<file path="config.mk">
export PLATFORM = sky130hd
export DESIGN_NAME = c_subset_lexer_top
export DESIGN_NICKNAME = d
export VERILOG_FILES = /design/src/rtl/c_lex_pkg.sv /design/src/rtl/c_subset_lexer_top.sv
export SDC_FILE = /design/constraint.sdc
export NUM_CORES = 1
export LEC_CHECK = 0
export ABC_AREA = 1
export BUFFER_PORTS_ARGS = -buffer_cell sky130_fd_sc_hd__buf_4
export CAP_MARGIN = 20
export CORE_MARGIN = 2
export CORE_UTILIZATION = 25
export CTS_BUF_LIST = sky130_fd_sc_hd__clkbuf_2
export DETAILED_ROUTE_END_ITERATION = 16
export SYNTH_ARGS = -nofsm -noshare
export SYNTH_HDL_FRONTEND = slang
export SYNTH_SLANG_ARGS = --single-unit
export TNS_END_PERCENT = 1
</file>
<file path="constraint.sdc">
create_clock -name clk_i -period 11.7 [get_ports clk_i]
set_clock_uncertainty 0.1 [all_clocks]
set_input_delay 2.34 -clock clk_i [delete_from_list [all_inputs] [get_ports clk_i]]
set_output_delay 2.34 -clock clk_i [all_outputs]
set_load 0.01 [all_outputs]
</file>
<file path="src/rtl/c_lex_pkg.sv">
// types, constants and character classes shared by the c subset lexer
package c_lex_pkg;

  localparam int unsigned KwCount   = 12;
  localparam int unsigned PrefixMax = 6;

  typedef enum logic [2:0] {
    MODE_NORMAL     = 3'd0,
    MODE_IDENT      = 3'd1,
    MODE_CONST      = 3'd2,
    MODE_SLASH      = 3'd3,
    MODE_LINE_CMT   = 3'd4,
    MODE_BLOCK      = 3'd5,
    MODE_BLOCK_STAR = 3'd6
  } mode_e;

  typedef enum logic [2:0] {
    TK_KEYWORD    = 3'd0,
    TK_IDENTIFIER = 3'd1,
    TK_CONSTANT   = 3'd2,
    TK_OPERATOR   = 3'd3,
    TK_PUNCT      = 3'd4,
    TK_INVALID    = 3'd5
  } kind_e;

  localparam logic [7:0] CH_NL    = 8'h0A;
  localparam logic [7:0] CH_SLASH = 8'h2F;
  localparam logic [7:0] CH_STAR  = 8'h2A;
  localparam logic [7:0] CH_US    = 8'h5F;

  // keyword text packed first character in the low byte
  localparam logic [47:0] KW_TEXT [KwCount] = '{
    48'("tni"), 48'("rahc"), 48'("taolf"), 48'("elbuod"),
    48'("nruter"), 48'("diov"), 48'("gnol"), 48'("tcurts"),
    48'("fi"), 48'("esle"), 48'("elihw"), 48'("rof")
  };

  localparam logic [2:0] KW_LEN [KwCount] = '{
    3'd3, 3'd4, 3'd5, 3'd6, 3'd6, 3'd4, 3'd4, 3'd6, 3'd2, 3'd4, 3'd5, 3'd3
  };

  typedef struct packed {
    kind_e       kind;
    logic [3:0]  kw;
    logic [7:0]  sym;
    logic [31:0] start;
    logic [15:0] len;
    logic [23:0] line;
    logic [15:0] idn;
    logic        last;
  } res_t;

  function automatic logic is_letter(input logic [7:0] c);
    return c inside {[8'h41:8'h5A], [8'h61:8'h7A]};
  endfunction

  function automatic logic is_digit(input logic [7:0] c);
    return c inside {[8'h30:8'h39]};
  endfunction

  function automatic logic is_oper(input logic [7:0] c);
    return c inside {8'h2B, 8'h2D, 8'h2A, 8'h2F, 8'h3D, 8'h3C, 8'h3E, 8'h25};
  endfunction

  function automatic logic is_punct(input logic [7:0] c);
    return c inside {8'h28, 8'h29, 8'h7B, 8'h7D, 8'h2C, 8'h3B};
  endfunction

endpackage

</file>
<file path="src/rtl/c_subset_lexer_top.sv">
// c subset lexer: scans source bytes into token records
//
// One source byte enters per word on the input channel; a word with end_of_input set
// flushes any pending token or held-back slash and returns the scanner to its reset
// state. Each input word yields zero, one or two token records on the output channel,
// the last of which carries last_o. The input word is registered, then classified and
// scanned combinationally, and its records land in a two-entry result buffer, so the
// block sustains one byte per cycle; it holds off input only while the buffer cannot
// take all the records of the byte in hand. There is no clearing pass after reset.
module c_subset_lexer_top
  import c_lex_pkg::*;
#(
  parameter int unsigned LINE_WIDTH   = 24,
  parameter int unsigned LENGTH_WIDTH = 16
) (
  input  logic        clk_i,
  input  logic        rst_ni,
  input  logic        in_valid_i,
  output logic        in_ready_o,
  input  logic [7:0]  char_code_i,
  input  logic        end_of_input_i,
  output logic        out_valid_o,
  input  logic        out_ready_i,
  output logic [2:0]  token_kind_o,
  output logic [3:0]  keyword_id_o,
  output logic [7:0]  symbol_char_o,
  output logic [31:0] start_offset_o,
  output logic [15:0] token_length_o,
  output logic [23:0] line_number_o,
  output logic [15:0] identifier_number_o,
  output logic        last_o
);

  // input word register
  logic       in_valid_q, in_valid_d;
  logic [7:0] char_q;
  logic       eoi_q;

  // scanner state
  mode_e                   mode_q, mode_d;
  logic [47:0]             prefix_q, prefix_d;
  logic [LENGTH_WIDTH-1:0] len_q, len_d;
  logic                    bad_q, bad_d;
  logic [LINE_WIDTH-1:0]   line_q, line_d;
  logic [31:0]             offset_q, offset_d;
  logic [31:0]             start_q, start_d;
  logic [15:0]             idcnt_q, idcnt_d;

  // result buffer
  res_t       slot0_q, slot0_d, slot1_q, slot1_d;
  logic [1:0] cnt_q, cnt_d;

  logic       has_a, has_b;
  res_t       res_a, res_b, res0, res1;
  logic [1:0] n_res;
  logic       pop, fire, in_accept;
  logic [1:0] cnt_after;
  logic [31:0] len32, line32;

  assign len32  = 32'(len_q);
  assign line32 = 32'(line_q);

  // scan step
  always_comb begin
    logic        word_done;
    logic        kw_hit;
    logic [3:0]  kw_id;
    logic        fall;
    logic [15:0] idcnt_inc;
    mode_d    = mode_q;
    prefix_d  = prefix_q;
    len_d     = len_q;
    bad_d     = bad_q;
    line_d    = line_q;
    offset_d  = offset_q;
    start_d   = start_q;
    idcnt_d   = idcnt_q;
    has_a     = 1'b0;
    has_b     = 1'b0;
    res_a     = '0;
    res_b     = '0;
    word_done = 1'b0;
    fall      = 1'b0;
    kw_hit    = 1'b0;
    kw_id     = '0;

    for (int k = 0; k < KwCount; k++) begin
      if (!kw_hit && len32 == 32'(KW_LEN[k]) && prefix_q == KW_TEXT[k]) begin
        kw_hit = 1'b1;
        kw_id  = 4'(k);
      end
    end
    idcnt_inc = (idcnt_q != 16'hFFFF) ? idcnt_q + 16'd1 : idcnt_q;

    res_a.start = start_q;
    res_a.len   = len32[15:0];
    res_a.line  = line32[23:0];
    res_b.start = offset_q;
    res_b.len   = 16'd1;
    res_b.line  = line32[23:0];

    if (eoi_q) begin
      if (mode_q == MODE_IDENT || mode_q == MODE_CONST) begin
        word_done = 1'b1;
      end else if (mode_q == MODE_SLASH) begin
        has_a       = 1'b1;
        res_a.kind  = TK_OPERATOR;
        res_a.sym   = CH_SLASH;
        res_a.len   = 16'd1;
      end
    end else begin
      offset_d = offset_q + 32'd1;
      case (mode_q)
        MODE_IDENT, MODE_CONST: begin
          if (is_letter(char_q) || is_digit(char_q) || char_q == CH_US) begin
            for (int i = 0; i < PrefixMax; i++) begin
              if (len32 == 32'(i)) prefix_d[8*i +: 8] = char_q;
            end
            if (len_q != '1) len_d = len_q + LENGTH_WIDTH'(1);
            if (mode_q == MODE_CONST && !is_digit(char_q)) bad_d = 1'b1;
          end else begin
            word_done = 1'b1;
            mode_d    = MODE_NORMAL;
            fall      = 1'b1;
          end
        end
        MODE_SLASH: begin
          if (char_q == CH_SLASH) begin
            mode_d = MODE_LINE_CMT;
          end else if (char_q == CH_STAR) begin
            mode_d = MODE_BLOCK;
          end else begin
            has_a      = 1'b1;
            res_a.kind = TK_OPERATOR;
            res_a.sym  = CH_SLASH;
            res_a.len  = 16'd1;
            mode_d     = MODE_NORMAL;
            fall       = 1'b1;
          end
        end
        MODE_LINE_CMT: begin
          if (char_q == CH_NL) begin
            if (line_q != '1) line_d = line_q + LINE_WIDTH'(1);
            mode_d = MODE_NORMAL;
          end
        end
        MODE_BLOCK, MODE_BLOCK_STAR: begin
          if (mode_q == MODE_BLOCK_STAR && char_q == CH_SLASH) begin
            mode_d = MODE_NORMAL;
          end else if (char_q == CH_STAR) begin
            mode_d = MODE_BLOCK_STAR;
          end else begin
            if (char_q == CH_NL && line_q != '1) line_d = line_q + LINE_WIDTH'(1);
            mode_d = MODE_BLOCK;
          end
        end
        default: begin
          mode_d = MODE_NORMAL;
          fall   = 1'b1;
        end
      endcase

      if (fall) begin
        if (char_q == CH_NL) begin
          if (line_q != '1) line_d = line_q + LINE_WIDTH'(1);
        end else if (is_letter(char_q) || is_digit(char_q)) begin
          mode_d   = is_letter(char_q) ? MODE_IDENT : MODE_CONST;
          start_d  = offset_q;
          prefix_d = {40'd0, char_q};
          len_d    = LENGTH_WIDTH'(1);
          bad_d    = 1'b0;
        end else if (char_q == CH_SLASH) begin
          mode_d  = MODE_SLASH;
          start_d = offset_q;
        end else if (is_oper(char_q)) begin
          has_b      = 1'b1;
          res_b.kind = TK_OPERATOR;
          res_b.sym  = char_q;
        end else if (is_punct(char_q)) begin
          has_b      = 1'b1;
          res_b.kind = TK_PUNCT;
          res_b.sym  = char_q;
        end
      end
    end

    if (word_done) begin
      has_a = 1'b1;
      if (mode_q == MODE_IDENT) begin
        if (kw_hit) begin
          res_a.kind = TK_KEYWORD;
          res_a.kw   = kw_id;
        end else begin
          res_a.kind = TK_IDENTIFIER;
          res_a.idn  = idcnt_inc;
          idcnt_d    = idcnt_inc;
        end
      end else begin
        res_a.kind = bad_q ? TK_INVALID : TK_CONSTANT;
      end
    end

    if (eoi_q) begin
      mode_d   = MODE_NORMAL;
      prefix_d = '0;
      len_d    = '0;
      bad_d    = 1'b0;
      line_d   = LINE_WIDTH'(1);
      offset_d = '0;
      start_d  = '0;
      idcnt_d  = '0;
    end
  end

  // order the records of this byte
  always_comb begin
    res0      = has_a ? res_a : res_b;
    res0.last = !(has_a && has_b);
    res1      = res_b;
    res1.last = 1'b1;
    n_res     = 2'(has_a) + 2'(has_b);
  end

  assign out_valid_o = (cnt_q != 2'd0);
  assign pop         = out_valid_o && out_ready_i;
  assign cnt_after   = cnt_q - 2'(pop);
  assign fire        = in_valid_q && ((3'(cnt_after) + 3'(n_res)) <= 3'd2);
  assign in_ready_o  = !in_valid_q || fire;
  assign in_accept   = in_valid_i && in_ready_o;
  assign in_valid_d  = in_accept ? 1'b1 : (fire ? 1'b0 : in_valid_q);

  // result buffer update
  always_comb begin
    slot0_d = pop ? slot1_q : slot0_q;
    slot1_d = slot1_q;
    cnt_d   = cnt_after;
    if (fire) begin
      cnt_d = cnt_after + n_res;
      case (cnt_after)
        2'd0: begin
          slot0_d = res0;
          slot1_d = res1;
        end
        2'd1: begin
          slot1_d = res0;
        end
        default: begin
          slot1_d = slot1_q;
        end
      endcase
    end
  end

  always_ff @(posedge clk_i or negedge rst_ni) begin
    if (!rst_ni) begin
      in_valid_q <= 1'b0;
      cnt_q      <= 2'd0;
      mode_q     <= MODE_NORMAL;
      prefix_q   <= '0;
      len_q      <= '0;
      bad_q      <= 1'b0;
      line_q     <= LINE_WIDTH'(1);
      offset_q   <= '0;
      start_q    <= '0;
      idcnt_q    <= '0;
    end else begin
      in_valid_q <= in_valid_d;
      cnt_q      <= cnt_d;
      if (fire) begin
        mode_q   <= mode_d;
        prefix_q <= prefix_d;
        len_q    <= len_d;
        bad_q    <= bad_d;
        line_q   <= line_d;
        offset_q <= offset_d;
        start_q  <= start_d;
        idcnt_q  <= idcnt_d;
      end
    end
  end

  always_ff @(posedge clk_i) begin
    if (in_accept) begin
      char_q <= char_code_i;
      eoi_q  <= end_of_input_i;
    end
    slot0_q <= slot0_d;
    slot1_q <= slot1_d;
  end

  assign token_kind_o        = slot0_q.kind;
  assign keyword_id_o        = slot0_q.kw;
  assign symbol_char_o       = slot0_q.sym;
  assign start_offset_o      = slot0_q.start;
  assign token_length_o      = slot0_q.len;
  assign line_number_o       = slot0_q.line;
  assign identifier_number_o = slot0_q.idn;
  assign last_o              = slot0_q.last;

endmodule
</file>
==> out/summary.txt <==
Status = finished, final reports clean
Syn Inst Count = 2,408
Worst slew margin = 0.270
Post-synthesis sequential area ratio = 0.515
Synthesized area per cell = 7.94 µm²
FMAX = 132 MHz
Final setup viols = 0
CP bufs+invs = 4
CTS tree = built
Mapped Nets = 2,432
CP Capture Type = primary output
Die Footprint = 78,700 µm²
Vias in the first global route = 15.9k
Ratio of cells with drive above 1 in the final layout = 0.137
Routed vias = 16.8k
Clock root buffer master = clkbuf_2
Post-CTS Hold Fix Bufs = 0
Cell Rows = 101
RSZ-0062 raised after global routing = false
Final Net Count = 2,555
Largest net degree at the start of global routing = 88
Slowest stage delay, CP = 0.54 ns
Area leader, netlist = dfrtp_1
Reg2Reg Depth = 28
ANT nets after route = 0
Top_reg_cell synth = dfrtp_1
Final hold vios = 0
Critical Path Start Type = primary input
Final wirelength = 56.1 mm
GR Overflow Total = 0
Min cycle time layout = 7.60 ns
CTS buffer count = 101
DPL Wire Length = 36.9 mm
Setup bufs post-CTS = 0
Critical Path Slowest Stage Cell = ha_1
H-Tree Depth = 3
Die H = 281 µm
Final Slew Violations = 0
Ys Warns = 0
Clock Sinks = 392
Final Instance Area = 21,900 µm²
WL per Instance = 15.6 µm
Max cap viols = 0
CP max FO = 39
1st-pass router iterations = 6
Pwr dens = 249 nW/µm²
Clk_lat worst skew = 1.15 ns
Critical path class = primary input to primary output
Vias per cell = 4.67
Setup TNS = 0 ns
Asr flop ratio synth = 0.446
Clock transition at path regs = 0.08 ns
Port Buffer Count = 118
Worst path depth = 11
Hold Crit Class = flip-flop to flip-flop
Initial antenna violation count = 1
Core area = 75,800 µm²
Routability cong. = 0.947
Worst path cell trace = buf_4 -> nand2_4 -> clkinv_2 -> ha_1 -> inv_1 -> ha_1 -> fa_1 -> nand2_1 -> nand2_1 -> nand2_1 -> buf_4
Post-synth top area share = 0.228
Post-synthesis register bit count = 392
Final Cycle Share = 0.649
Cell area after synthesis = 19,100 µm²
Placed cell area = 20,900 µm²
Die width = 281 µm
Worst Hold Depth = 2
CP Data Required Time = 9.26 ns
Worst Tran Pin Value = 1.10 ns
Global-route wire length before repair = 88.4 mm
Leak pwr = 9.47 nW
Final total power = 5.45 mW
Ranking of synthesized cells by area = dfrtp_1 (23%), edfxtp_1 (18%), nand2_1 (13%)
Synthesis-to-layout area growth = 14.4%
Top delay family on crit path = adder cells
EDFF count, synth = 113
Most used cell, CP = nand2_1
List of most frequent post-synthesis cells = nand2_1 (654), nor2_1 (230), inv_1 (228)
Max VDD drop = 0.343 mV
Arr. time, crit path = 5.16 ns
First DRT Iteration DRCs = 1,408
# DRC = 0
Max clock buf depth = 3
Netlist cell types = 57
Gr usage total = 0.141
Cts repair resizes = 0
Most frequent cell after synthesis = nand2_1
I/O Pins = 119
Initial Util = 0.252
[power by group]
part	switching, mW	internal, mW	leakage, nW	total (mW)
logic	1.62	0.680	4.36	2.30
registers	0.255	1.93	4.38	2.19
clock network	0.593	0.377	0.736	0.970
total	2.46	2.99	9.47	5.45
[layout by cell type, fill, tap and decap left out, types with 20 or more instances in the layout]
cell type / count
dfrtp_1: 174
nand2_1: 651
clkbuf_2: 167
o22ai_1: 84
nor2_1: 228
nor3_1: 49
o21ai_1: 20
nand3_1: 107
buf_4: 134
edfxtp_1: 113
o21ai_0: 212
inv_1: 228
a21oi_1: 87
xor2_1: 25
nor4_1: 23
dfxtp_1: 104
nand4_1: 45
a31oi_1: 31
[final timing paths]
check / start / slack, ns / end
setup / recovery: out_ready_i / 4.10 / in_ready_o
hold / removal: line_number_o[7]$_DFF_P_ / 0.39 / line_number_o[7]$_DFF_P_
setup reg to reg: char_q[2]$_DFFE_PP_ / 5.83 / offset_q[26]$_DFFE_PN0P_
hold reg to reg: line_number_o[7]$_DFF_P_ / 0.39 / line_number_o[7]$_DFF_P_
max in group asynchronous: rst_ni / 8.29 / line_q[17]$_DFFE_PN0P_
min in group asynchronous: rst_ni / 1.18 / start_q[3]$_DFFE_PN0P_
[per-layer routing]
layer	part of all wire	track usage	vias up
met3	0.065	0.0325	88
met1	0.46	0.191	7882
met4	0.028	0.0557	0
li1	-	-	8364
met2	0.44	0.217	462
met5	0	0	-
[cells by family (layout without fill, tap and decap cells)]
family	count (synthesis)	in the layout	share of synthesized area
other	1	2	0.000196
flip-flops	392	392	0.515
adder cells (fa/ha/maj)	11	11	0.00759
AND/OR/NAND/NOR	1142	1142	0.251
buffers and inverters	358	569	0.0746
AO/OA/AOI/OAI	473	473	0.137
XOR/XNOR	31	31	0.0142
[per-stage QoR]
stage           util  hold WS [ns]  std cells  setup slack, ns
4_1_cts        0.288         0.363       3595             4.11
3_3_place_gp   0.275         0.370       3404             3.69
6_report       0.289         0.387       3598             4.10
3_5_place_dp   0.275         0.376       3404             3.62
2_1_floorplan      -         0.323       2408             1.55
5_1_grt        0.289         0.413       3598             3.94
[layout make-up]
cell class	instances	area (µm²)
Timing Repair Buffer	137	1060
Inverter	241	908
Antenna cell	1	2.50
Clock buffer	167	836
Tap cell	978	1220
Sequential cell	392	9860
Multi-Input combinational cell	1658	7880
Clock inverter	24	116
Fill cell	8214	53900
[registers in the layout (all words and copies together) (netlist names), 24 cells and up]
register and flops:
start_q 32, line_number_o 24, prefix_q 48, line_q 24, slot1_q 104, offset_q 32, start_offset_o 32
[worst register-to-register path, delay by kind of cell, from the launching register on]
| family | cells | cell delay, ns |
|---|---|---|
| flip-flops | 1 | 0.58 |
| AND/OR/NAND/NOR | 19 | 3.11 |
| adder cells (fa/ha/maj) | 3 | 0.99 |
| AO/OA/AOI/OAI | 1 | 0.09 |
| buffers and inverters | 5 | 0.98 |
Power figures use the tool's default switching activity.
